### src/hw/rtl/gjd_pkg.sv
// Shared constants and helper functions for the Gregorian / Julian day converter.
// Used by the core pipeline. No dependencies.
`default_nettype none

package gjd_pkg;

	localparam int unsigned STAGES = 20;

	localparam logic [22:0] JDN_BIAS   = 23'd32075;
	localparam logic [22:0] JAN_TERM   = 23'd336;

	// Reciprocal constants for truncating division of a magnitude by a constant:
	// q = (x * MUL) >> SH, with SH >= bits(x) + bits(divisor).
	localparam int unsigned D100_SH  = 22;
	localparam logic [15:0] D100_MUL = 16'(((64'd1 << D100_SH) + 64'd99) / 64'd100);
	localparam int unsigned N_SH     = 44;
	localparam logic [26:0] N_MUL    = 27'(((64'd1 << N_SH) + 64'd146096) / 64'd146097);
	localparam int unsigned I_SH     = 49;
	localparam logic [28:0] I_MUL    = 29'(((64'd1 << I_SH) + 64'd1461000) / 64'd1461001);
	localparam int unsigned J_SH     = 28;
	localparam logic [16:0] J_MUL    = 17'(((64'd1 << J_SH) + 64'd2446) / 64'd2447);
	localparam int unsigned D80_SH   = 22;
	localparam logic [15:0] D80_MUL  = 16'(((64'd1 << D80_SH) + 64'd79) / 64'd80);

	// Month part of the day count: 367 * (m - 2 - 12a) / 12, where a is -1 for
	// January and February (and months 0) and 0 otherwise.
	function automatic logic [8:0] month_term(input logic [3:0] m);
		logic [8:0] t;
		case (m)
			4'd0:    t = 9'd305;
			4'd1:    t = 9'd336;
			4'd2:    t = 9'd367;
			4'd3:    t = 9'd30;
			4'd4:    t = 9'd61;
			4'd5:    t = 9'd91;
			4'd6:    t = 9'd122;
			4'd7:    t = 9'd152;
			4'd8:    t = 9'd183;
			4'd9:    t = 9'd214;
			4'd10:   t = 9'd244;
			4'd11:   t = 9'd275;
			4'd12:   t = 9'd305;
			4'd13:   t = 9'd336;
			4'd14:   t = 9'd367;
			default: t = 9'd397;
		endcase
		return t;
	endfunction

endpackage

`default_nettype wire

### src/hw/rtl/gjd_in_if.sv
// Request channel of the day converter: valid/ready handshake and date payload.
// No dependencies.
`default_nettype none

interface gjd_in_if;
	logic               valid;
	logic               ready;
	logic [3:0]         in_month;
	logic [4:0]         in_day;
	logic [13:0]        in_year;
	logic signed [21:0] day_offset;

	modport source (output valid, output in_month, output in_day, output in_year,
		output day_offset, input ready);
	modport sink (input valid, input in_month, input in_day, input in_year,
		input day_offset, output ready);
endinterface

`default_nettype wire

### src/hw/rtl/gjd_out_if.sv
// Result channel of the day converter: valid/ready handshake and converted fields.
// No dependencies.
`default_nettype none

interface gjd_out_if;
	logic               valid;
	logic               ready;
	logic [22:0]        base_jdn;
	logic [8:0]         year_day;
	logic [3:0]         out_month;
	logic [4:0]         out_day;
	logic signed [14:0] out_year;

	modport source (output valid, output base_jdn, output year_day, output out_month,
		output out_day, output out_year, input ready);
	modport sink (input valid, input base_jdn, input year_day, input out_month,
		input out_day, input out_year, output ready);
endinterface

`default_nettype wire

### src/hw/rtl/gregorian_julian_day_convert_core.sv
// Throughput: one request per cycle while the output is not stalled; the 20-stage
// pipeline is set by the chain of constant-reciprocal multiplies in the day-number
// to date conversion.
// A stalled result freezes the whole pipeline; nothing is dropped or repeated.
// Reset clears only the stage valid bits; data registers are not reset.
// Depends on gjd_pkg, gjd_in_if and gjd_out_if.
`default_nettype none

module gregorian_julian_day_convert_core (
	input  logic      clk,
	input  logic      arst_n,
	gjd_in_if.sink    req,
	gjd_out_if.source res
);

	localparam int unsigned NS = gjd_pkg::STAGES;

	logic          advance;
	logic [NS-1:0] vld_q;

	assign advance   = res.ready || !vld_q[NS-1];
	assign req.ready = advance;
	assign res.valid = vld_q[NS-1];

	always_ff @(posedge clk or negedge arst_n) begin
		if (!arst_n) begin
			vld_q <= '0;
		end else if (advance) begin
			vld_q <= {vld_q[NS-2:0], req.valid};
		end
	end

	// Stage registers.
	logic [14:0]        ya_s1, yb_s1, yfa_s1, yfb_s1;
	logic [8:0]         t2_s1;
	logic [4:0]         d_s1;
	logic signed [21:0] off_s1, off_s2, off_s3, off_s4;
	logic [22:0]        t1_s2, t1f_s2;
	logic [7:0]         q_s2, qf_s2;
	logic [9:0]         base_s2;
	logic [22:0]        suma_s3, sumf_s3;
	logic [22:0]        jdn_s4;
	logic [8:0]         yday_s4;
	logic [31:0]        info_q [16];
	logic signed [24:0] l_s5, l_s6, l_s7, l_s8, l_s9;
	logic               lneg_s6, nneg_s7;
	logic [23:0]        lmag_s6;
	logic [8:0]         nq_s7;
	logic signed [9:0]  n_s8;
	logic signed [9:0]  n_line_q [9];
	logic signed [27:0] p_s9;
	logic signed [17:0] l2_s10, l2_s11, l2_s12, l2_s13;
	logic               ineg_s11, ineg_s12;
	logic [27:0]        imag_s11;
	logic [6:0]         iq_s12;
	logic signed [7:0]  i_s13, i_s14, i_s15, i_s16, i_s17;
	logic signed [10:0] l3_s14, l3_s15, l3_s16, l3_s17, l3_s18, l3_s19;
	logic               jneg_s15, jneg_s16;
	logic [15:0]        jmag_s15;
	logic [3:0]         jq_s16;
	logic signed [5:0]  j_s17;
	logic               kneg_s18, kneg_s19;
	logic [14:0]        kmag_s18;
	logic [8:0]         kq_s19;
	logic [3:0]         month_s18, month_s19, month_s20;
	logic [14:0]        year_s18, year_s19, year_s20;
	logic [4:0]         day_s20;

	// Combinational terms.
	logic               a_neg;
	logic [24:0]        t1_p, t1f_p;
	logic [29:0]        q_p, qf_p;
	logic [9:0]         t3_p, t3f_p;
	logic [52:0]        n_p;
	logic signed [27:0] pa;
	logic signed [27:0] l2_diff;
	logic signed [28:0] y1_v;
	logic [56:0]        i_p;
	logic signed [18:0] ti, ta, l3_diff;
	logic signed [16:0] x_v;
	logic [32:0]        j_p;
	logic signed [15:0] kp_v;
	logic signed [1:0]  l4;
	logic signed [16:0] yr_v;
	logic [30:0]        k_p;
	logic signed [10:0] kd, k_v;

	always_comb begin
		a_neg   = (req.in_month <= 4'd2);
		t1_p    = 25'(ya_s1) * 25'd1461;
		t1f_p   = 25'(yfa_s1) * 25'd1461;
		q_p     = 30'(yb_s1) * 30'(gjd_pkg::D100_MUL);
		qf_p    = 30'(yfb_s1) * 30'(gjd_pkg::D100_MUL);
		t3_p    = 10'(q_s2) * 10'd3;
		t3f_p   = 10'(qf_s2) * 10'd3;
		n_p     = 53'({lmag_s6, 2'b00}) * 53'(gjd_pkg::N_MUL);
		pa      = p_s9 + (p_s9[27] ? 28'sd3 : 28'sd0);
		l2_diff = 28'(l_s9) - (pa >>> 2);
		y1_v    = (29'(l2_s10) + 29'sd1) * 29'sd4000;
		i_p     = 57'(imag_s11) * 57'(gjd_pkg::I_MUL);
		ti      = 19'(i_s13) * 19'sd1461;
		ta      = ti + (ti[18] ? 19'sd3 : 19'sd0);
		l3_diff = 19'(l2_s13) - (ta >>> 2) + 19'sd31;
		x_v     = 17'(l3_s14) * 17'sd80;
		j_p     = 33'(jmag_s15) * 33'(gjd_pkg::J_MUL);
		kp_v    = 16'(j_s17) * 16'sd2447;
		if (j_s17 >= 6'sd11) begin
			l4 = 2'sd1;
		end else if (j_s17 <= -6'sd11) begin
			l4 = -2'sd1;
		end else begin
			l4 = 2'sd0;
		end
		yr_v    = (17'(n_line_q[8]) - 17'sd49) * 17'sd100 + 17'(i_s17) + 17'(l4);
		k_p     = 31'(kmag_s18) * 31'(gjd_pkg::D80_MUL);
		kd      = kneg_s19 ? -11'(kq_s19) : 11'(kq_s19);
		k_v     = l3_s19 - kd;
	end

	always_ff @(posedge clk) begin
		if (advance) begin
			// Day number of the date and of 1 January of its year.
			ya_s1   <= 15'(req.in_year) + (a_neg ? 15'd4799 : 15'd4800);
			yb_s1   <= 15'(req.in_year) + (a_neg ? 15'd4899 : 15'd4900);
			yfa_s1  <= 15'(req.in_year) + 15'd4799;
			yfb_s1  <= 15'(req.in_year) + 15'd4899;
			t2_s1   <= gjd_pkg::month_term(req.in_month);
			d_s1    <= req.in_day;
			off_s1  <= req.day_offset;

			t1_s2   <= t1_p[24:2];
			t1f_s2  <= t1f_p[24:2];
			q_s2    <= q_p[gjd_pkg::D100_SH +: 8];
			qf_s2   <= qf_p[gjd_pkg::D100_SH +: 8];
			base_s2 <= 10'(t2_s1) + 10'(d_s1);
			off_s2  <= off_s1;

			suma_s3 <= t1_s2 + 23'(base_s2) - 23'(t3_p[9:2]);
			sumf_s3 <= t1f_s2 + gjd_pkg::JAN_TERM - 23'(t3f_p[9:2]);
			off_s3  <= off_s2;

			// The January sum leaves out its day of 1, which cancels the plus one.
			jdn_s4  <= suma_s3 - gjd_pkg::JDN_BIAS;
			yday_s4 <= suma_s3[8:0] - sumf_s3[8:0];
			off_s4  <= off_s3;

			info_q[0] <= {jdn_s4, yday_s4};
			for (int s = 1; s < 16; s++) begin
				info_q[s] <= info_q[s-1];
			end

			// Inverse conversion of the shifted day number.
			l_s5     <= 25'(jdn_s4) + 25'(off_s4) + 25'd68569;

			lneg_s6  <= l_s5[24];
			lmag_s6  <= l_s5[24] ? 24'(-l_s5) : 24'(l_s5);
			l_s6     <= l_s5;

			nq_s7    <= n_p[52:gjd_pkg::N_SH];
			nneg_s7  <= lneg_s6;
			l_s7     <= l_s6;

			n_s8     <= nneg_s7 ? -10'(nq_s7) : 10'(nq_s7);
			l_s8     <= l_s7;

			p_s9     <= 28'(n_s8) * 28'sd146097 + 28'sd3;
			l_s9     <= l_s8;
			n_line_q[0] <= n_s8;
			for (int s = 1; s < 9; s++) begin
				n_line_q[s] <= n_line_q[s-1];
			end

			l2_s10   <= l2_diff[17:0];

			ineg_s11 <= y1_v[28];
			imag_s11 <= y1_v[28] ? 28'(-y1_v) : 28'(y1_v);
			l2_s11   <= l2_s10;

			iq_s12   <= i_p[gjd_pkg::I_SH +: 7];
			ineg_s12 <= ineg_s11;
			l2_s12   <= l2_s11;

			i_s13    <= ineg_s12 ? -8'(iq_s12) : 8'(iq_s12);
			l2_s13   <= l2_s12;

			l3_s14   <= l3_diff[10:0];
			i_s14    <= i_s13;

			jneg_s15 <= x_v[16];
			jmag_s15 <= x_v[16] ? 16'(-x_v) : 16'(x_v);
			l3_s15   <= l3_s14;
			i_s15    <= i_s14;

			jq_s16   <= j_p[gjd_pkg::J_SH +: 4];
			jneg_s16 <= jneg_s15;
			l3_s16   <= l3_s15;
			i_s16    <= i_s15;

			j_s17    <= jneg_s16 ? -6'(jq_s16) : 6'(jq_s16);
			l3_s17   <= l3_s16;
			i_s17    <= i_s16;

			kneg_s18 <= kp_v[15];
			kmag_s18 <= kp_v[15] ? 15'(-kp_v) : 15'(kp_v);
			month_s18 <= 4'(j_s17 + 6'sd2 - 6'(l4) * 6'sd12);
			year_s18 <= yr_v[14:0];
			l3_s18   <= l3_s17;

			kq_s19   <= k_p[gjd_pkg::D80_SH +: 9];
			kneg_s19 <= kneg_s18;
			month_s19 <= month_s18;
			year_s19 <= year_s18;
			l3_s19   <= l3_s18;

			day_s20  <= k_v[4:0];
			month_s20 <= month_s19;
			year_s20 <= year_s19;
		end
	end

	assign res.base_jdn  = info_q[15][31:9];
	assign res.year_day  = info_q[15][8:0];
	assign res.out_month = month_s20;
	assign res.out_day   = day_s20;
	assign res.out_year  = year_s20;

	// A held result must stop new requests from entering.
	assert property (@(posedge clk) disable iff (!arst_n)
		res.valid && !res.ready |-> !req.ready)
		else $error("request taken while result stalled");

	// Every day number the forward formula can produce lies above this floor.
	assert property (@(posedge clk) disable iff (!arst_n)
		res.valid |-> res.base_jdn >= 23'd1720000)
		else $error("day number below reachable range");

	// An empty pipeline always accepts.
	assert property (@(posedge clk) disable iff (!arst_n)
		!vld_q[NS-1] |-> req.ready)
		else $error("empty pipeline refused a request");

endmodule

`default_nettype wire
### src/flat_wrapper.sv
// flat-port wrapper written by rule: the top's interface ports become plain ports
module gregorian_julian_day_convert_core_flat 
  (clk, arst_n, req_valid, req_in_month, req_in_day, req_in_year, req_day_offset, req_ready, res_valid, res_base_jdn, res_year_day, res_out_month, res_out_day, res_out_year, res_ready);
  gjd_in_if req_i ();
  gjd_out_if res_i ();
  input  logic clk;
  input  logic arst_n;
  input wire logic [$bits(req_i.valid)-1:0] req_valid;
  input wire logic [$bits(req_i.in_month)-1:0] req_in_month;
  input wire logic [$bits(req_i.in_day)-1:0] req_in_day;
  input wire logic [$bits(req_i.in_year)-1:0] req_in_year;
  input wire logic [$bits(req_i.day_offset)-1:0] req_day_offset;
  output wire logic [$bits(req_i.ready)-1:0] req_ready;
  output wire logic [$bits(res_i.valid)-1:0] res_valid;
  output wire logic [$bits(res_i.base_jdn)-1:0] res_base_jdn;
  output wire logic [$bits(res_i.year_day)-1:0] res_year_day;
  output wire logic [$bits(res_i.out_month)-1:0] res_out_month;
  output wire logic [$bits(res_i.out_day)-1:0] res_out_day;
  output wire logic [$bits(res_i.out_year)-1:0] res_out_year;
  input wire logic [$bits(res_i.ready)-1:0] res_ready;
  assign req_i.valid = req_valid;
  assign req_i.in_month = req_in_month;
  assign req_i.in_day = req_in_day;
  assign req_i.in_year = req_in_year;
  assign req_i.day_offset = req_day_offset;
  assign req_ready = req_i.ready;
  assign res_valid = res_i.valid;
  assign res_base_jdn = res_i.base_jdn;
  assign res_year_day = res_i.year_day;
  assign res_out_month = res_i.out_month;
  assign res_out_day = res_i.out_day;
  assign res_out_year = res_i.out_year;
  assign res_i.ready = res_ready;
  gregorian_julian_day_convert_core u_core (.clk(clk), .arst_n(arst_n), .req(req_i), .res(res_i));
endmodule
### config.mk
export PLATFORM = sky130hd
export DESIGN_NAME = gregorian_julian_day_convert_core_flat
export DESIGN_NICKNAME = d
export VERILOG_FILES = /design/src/hw/rtl/gjd_pkg.sv /design/src/hw/rtl/gjd_in_if.sv /design/src/hw/rtl/gjd_out_if.sv /design/src/hw/rtl/gregorian_julian_day_convert_core.sv /design/src/flat_wrapper.sv
export SDC_FILE = /design/constraint.sdc
export NUM_CORES = 2
export LEC_CHECK = 0
export BUFFER_PORTS_ARGS = -buffer_cell sky130_fd_sc_hd__buf_2
export CELL_PAD_IN_SITES_DETAIL_PLACEMENT = 2
export CELL_PAD_IN_SITES_GLOBAL_PLACEMENT = 2
export CORE_MARGIN = 4
export CORE_UTILIZATION = 45
export CTS_BUF_LIST = sky130_fd_sc_hd__clkbuf_4 sky130_fd_sc_hd__clkbuf_8
export CTS_CLUSTER_DIAMETER = 120
export DETAILED_ROUTE_END_ITERATION = 10
export GPL_TIMING_DRIVEN = 1
export PLACE_DENSITY = 0.89
export SLEW_MARGIN = 20
export SYNTH_ARGS = -nofsm -noshare
export SYNTH_HDL_FRONTEND = slang
export SYNTH_SLANG_ARGS = --single-unit
### constraint.sdc
create_clock -name clk -period 70 [get_ports clk]
set_input_delay 14 -clock clk [delete_from_list [all_inputs] [get_ports clk]]
set_output_delay 14 -clock clk [all_outputs]
set_load 0.02 [all_outputs]
# [Word-level counts from Yosys, hierarchy flattened]
# Memories as Yosys holds them, arrays and structs flattened. A register that Yosys moved wholly into a read port is not among the register bits.
# Cells that the tools add are included.
[totals] ram_bits=602 word_cells=145 reg_bits=741 rom_bits=144 memories=3 out_inout_bits=58 inputBits=49
[classes] mul=17 addsub=34 reduce_logical=2 muxes=16 n_lt_le_gt_ge=3
[memory_table] name="u_core.info_q" words=16 width=32 read_ports=16 rd_ports_with_merged_regs=0 write_ports=16 line_no="gregorian_julian_day_convert_core.sv:44" source="logic [31:0] info_q [16];"
[memory_table] name="(name not given)" words=16 width=9 read_ports=1 rd_ports_with_merged_regs=1 write_ports=0 line_no="gjd_pkg.sv:29" source="case (m)"
[memory_table] name="u_core.n_line_q" words=9 width=10 read_ports=9 rd_ports_with_merged_regs=0 write_ports=9 line_no="gregorian_julian_day_convert_core.sv:50" source="logic signed [9:0] n_line_q [9];"
[op_table] cell="15-bit by 13-bit multiplier with 27-bit output, second input constant" n=2
[op_table] cell="28-bit by 27-bit multiplier with 54-bit output, second input constant" n=1
[op_table] cell="24-bit by 24-bit multiplier with 48-bit output, second input constant" n=1
[op_table] cell="14-bit by 13-bit adder with 15-bit output, second input constant" n=2
[op_table] cell="14-bit by 15-bit adder with 15-bit output" n=2
[op_table] cell="16-bit by 15-bit multiplier with 30-bit output, second input constant" n=1
[op_table] cell="28-bit by 3-bit adder with 28-bit output, second input constant" n=1
[op_table] cell="10-bit by 19-bit multiplier with 28-bit output, second input constant" n=1
[op_table] cell="28-bit 2-to-1 mux" n=1
[op_table] cell="28-bit negation" n=1
[op_table] cell="15-bit by 16-bit multiplier with 27-bit output, second input constant" n=1
[op_table] cell="24-bit by 22-bit adder with 25-bit output" n=1
[op_table] cell="25-bit by 17-bit adder with 25-bit output, second input constant" n=1
[op_table] cell="15-bit by 11-bit multiplier with 25-bit output, second input constant" n=1
[op_table] cell="19-bit by 8-bit multiplier with 24-bit output, second input constant" n=1
[op_table] cell="24-bit 2-to-1 mux" n=1
[op_table] cell="24-bit negation" n=1
[op_table] cell="23-bit by 10-bit adder with 23-bit output" n=1
[op_table] cell="23-bit by 15-bit subtractor with 23-bit output, second input constant" n=1
[op_table] cell="23-bit by 8-bit subtractor with 23-bit output" n=1
[op_table] cell="20-bit adder" n=1
[op_table] cell="8-bit by 2-bit multiplier with 10-bit output, second input constant" n=2
[op_table] cell="18-bit by 2-bit adder with 19-bit output, second input constant" n=1
[op_table] cell="8-bit by 12-bit multiplier with 19-bit output, second input constant" n=1
[op_table] cell="39 further kinds" n=44

# [Longest topological paths before layout]
[logic_depth] ltp_word=5 depth_mapped=34 ltp_nobuf=34

# [Least setup slack after synthesis]
# OpenSTA, ideal clock, no wires.
[synth_path] path_kind="input to output" startpoint="in res_ready" endpoint="out req_ready" n_path_buf=1 arrival_time_ps=49623 stages=2 slack_ps=6377 required_time_ps=56000 cell_sequence="nand2b_1 > clkbuf_1"
[synth_between] elab_chain_len=1
[synth_lines] element="from (decl)" line_no="flat_wrapper.sv:20" source="input wire logic [$bits(res_i.ready)-1:0] res_ready;"
[synth_lines] element="1-bit logical OR" line_no="gregorian_julian_day_convert_core.sv:21" source="assign advance = res.ready || !vld_q[NS-1];"
[synth_lines] element="to (decl)" line_no="flat_wrapper.sv:13" source="output wire logic [$bits(req_i.ready)-1:0] req_ready;"
# Every way passes these cells.

# [Worst setup path in the final report]
# Same ends and word-level chain as after synthesis.

==> impl_metrics.yaml <==
floorplan:
  core_sq_um: 213000
  io_pins: 107
  dieArea_sq_um: 222000
  dieWidth_um: 472
  rows: 169
  start_util_pct: 45.4
  die_h_um: 472
placed_design:
  hpwl_mm: 224
  numPortBuffers: 106
  placed_area_sq_um: 101000
  gp_congestion: 0.892
clock_network:
  htreeDepth: 4
  holdBufCountCts: 0
  clkSinkCount: 1325
  cts_root_buf: "clkbuf_8"
  post_cts_buffers: 0
  cts_made_buffers: 232
  cts_resized: 0
  clk_pin_slew_ns: 0.06
  cts_buffer_depth: 3
  clock_latency_ns: 1.10
  cts_tree: "built"
route:
  drc_errors: 0
  wl_per_cell_um: 28.8
  wirelength_mm: 309
  drt-initial-drc-count: 3741
  first_pass_iters: 5
  vias_per_cell: 5.56
  ant_nets: 0
  vias: 59700
status:
  status: "finished clean"
timing:
  tightestPinTransition_ns: 1.11
  timing.final.hold_violations: 0
  fin_skew_ns: 0.108
  period_needed_ns: 28.63
  fmax_mhz: 34.9
  setup_viol: 0
  slew_headroom_pct: 26.1
  tns_ns: 0
  hold_ws_ns: 0.377
  slew_violations: 0
  timing.final.crit_share_pct: 40.9
  rsz0062_at_grt: "no"
critical_path:
  crit_type: "input port to output pin"
  endpoint_kind: "output pin"
  cpPeakStageDelay_ns: 0.30
  required_ns: 56.00
  regToRegSetupSlack_ns: 61.24
  ff2ff_path_depth: 24
  worstReg2RegStart: "u_core.l2_s10[0]$_DFFE_PP_"
  path_max_fanout: 11
  crit_chain: "buf_2 -> nand2b_4 -> buf_2"
  regToRegEndpoint: "u_core.imag_s11[8]$_DFFE_PP_"
  slowest_stage: "nand2b_4"
  startpoint_type: "input port"
  cpMostUsedCell: "buf_2"
  critPathArrivalTime_ns: 14.63
yosys:
  synth_area_per_cell_sq_um: 13.1
  synthesis.area_sq_um: 96800
  yosys.cell_count.top_type: "inv_1"
  synth_top_area_share_pct: 40.5
  async_reset_ff_share_pct: 1.51
  yosysTopAreaCell: "edfxtp_1"
  synth.yosys.seq_area_share_pct: 41.0
  yosys_register_bits: 1325
  ys.warnings.count: 0
  synth_flop_cell: "edfxtp_1"
  synth_common_cells: "1,668 x inv_1, 1,455 x ha_1, 1,305 x edfxtp_1"
  synth_cells: 7411
  synth_edf_count: 1305
  syn_nets: 9893
  synthTopCellsByArea: "edfxtp_1 41%, fa_1 20%, ha_1 19%"
  synth_cell_types: 79
grt:
  grt_pass1_vias: 72900
  gr-total-overflow: 0
  grtUsageTotal_pct: 28.0
  antenna_found_initial: 3
  grt_max_degree: 172
  grt_pass1_wl_mm: 467
hold_path:
  hold_start: "u_core.l2_s11[10]$_DFFE_PP_"
  hold_path_depth: 0
  holdCritPathClass: "flip-flop to flip-flop"
  whs_endpoint: "u_core.l2_s12[10]$_DFFE_PP_"
run:
  max_cap_viol_count: 0
cells_and_area:
  utilization_pct: 49.7
  syn_to_final_growth_pct: 9.30
  drive_gt1_share_pct: 7.07
  fin_area_sq_um: 106000
  fillers: 20300
  nNetsFinal: 10200
## cell type report
type | count | area (sq um) | area share (%)
clock inverter | 123 | 1260 | 1.19
clock buffer | 303 | 3730 | 3.52
multi-input combinational | 4362 | 50500 | 47.7
inverter | 1669 | 6260 | 5.92
tap | 2821 | 3530 | 3.34
sequential | 1325 | 39700 | 37.5
timing repair buffer | 130 | 787 | 0.744
antenna | 4 | 10.0 | 0.00947
## worst max-delay path, delay by kind of cell
family | cells | cell delay, ns
buffers and inverters | 2 | 0.30
AND/OR/NAND/NOR | 1 | 0.30
## worst max path at each step
| stage | startpoint | endpoint | cells after the start |
|---|---|---|---|
| 2_1_floorplan | res_ready | req_ready | 2 |
| 3_3_place_gp | res_ready | req_ready | 3 |
| 3_5_place_dp | res_ready | req_ready | 3 |
| 4_1_cts | res_ready | req_ready | 3 |
| 5_1_grt | res_ready | req_ready | 3 |
| 6_report | res_ready | req_ready | 3 |
## per-layer routing
layer  up-vias  track usage, %  wire length [um]  share of wire, %
met5         -               0                 0                 0
met4         0            17.2             21800               7.1
met3      1071            4.20             11500               3.7
met2      1890            52.8            168000                54
met1     31300            29.1            108000                35
li1      25400               -                 -                 -
## cell families (layout without fill, tap and decap cells)
logic type	count (synthesis)	count (layout)	share of synthesized area, %
AO/OA/AOI/OAI	697	697	4.70
adder cells (fa/ha/maj)	2433	2433	39.1
multiplexers	23	23	0.290
buffers and inverters	1724	2225	6.82
AND/OR/NAND/NOR	721	721	3.68
other	0	4	0
XOR/XNOR	488	488	4.45
flip-flops	1325	1325	41.0
## metrics by stage
stage                     setup WS, ns  std cells
after floorplan                   6.38       7411
final                            41.37      10700
after global placement           41.37      10300
after global routing             41.35      10700
after CTS                        41.36      10700
after detailed placement         41.36      10300
## flip-flops by register name, indices dropped and copies added, names as in the netlist, 23 cells and up
signal           flops
u_core.lmag_s6      24
u_core.t1_s2        23
u_core.n_line_q     90
u_core.l_s5         25
u_core.info_q      512
u_core.imag_s11     23
u_core.jdn_s4       23
u_core.suma_s3      23
## layout by cell type (no fill, tap or decap), types with 21 or more instances in the layout
cell type | Yosys | layout
inv_1 | 1668 | 1668
ha_1 | 1455 | 1455
edfxtp_1 | 1305 | 1305
fa_1 | 978 | 978
xnor2_1 | 353 | 353
clkbuf_8 | 0 | 232
nor2_1 | 210 | 210
a21oi_1 | 199 | 199
nand2_1 | 146 | 146
xor2_1 | 133 | 133
o21ai_0 | 130 | 130
buf_2 | 0 | 106
a21o_1 | 104 | 104
clkbuf_4 | 0 | 71
nor3_1 | 60 | 60
clkinv_1 | 1 | 55
nand3_1 | 54 | 54
o21bai_1 | 44 | 44
o21a_1 | 42 | 42
nand2b_1 | 40 | 39
nor2b_1 | 37 | 37
and3_1 | 30 | 30
or3_1 | 29 | 29
nand4_1 | 27 | 27
clkinv_2 | 0 | 26
and2_1 | 25 | 25
a31oi_1 | 25 | 25
o31ai_1 | 21 | 21
Power is not shown: default switching activity piles up to over one toggle a cycle in this logic, so the estimate is an artifact.
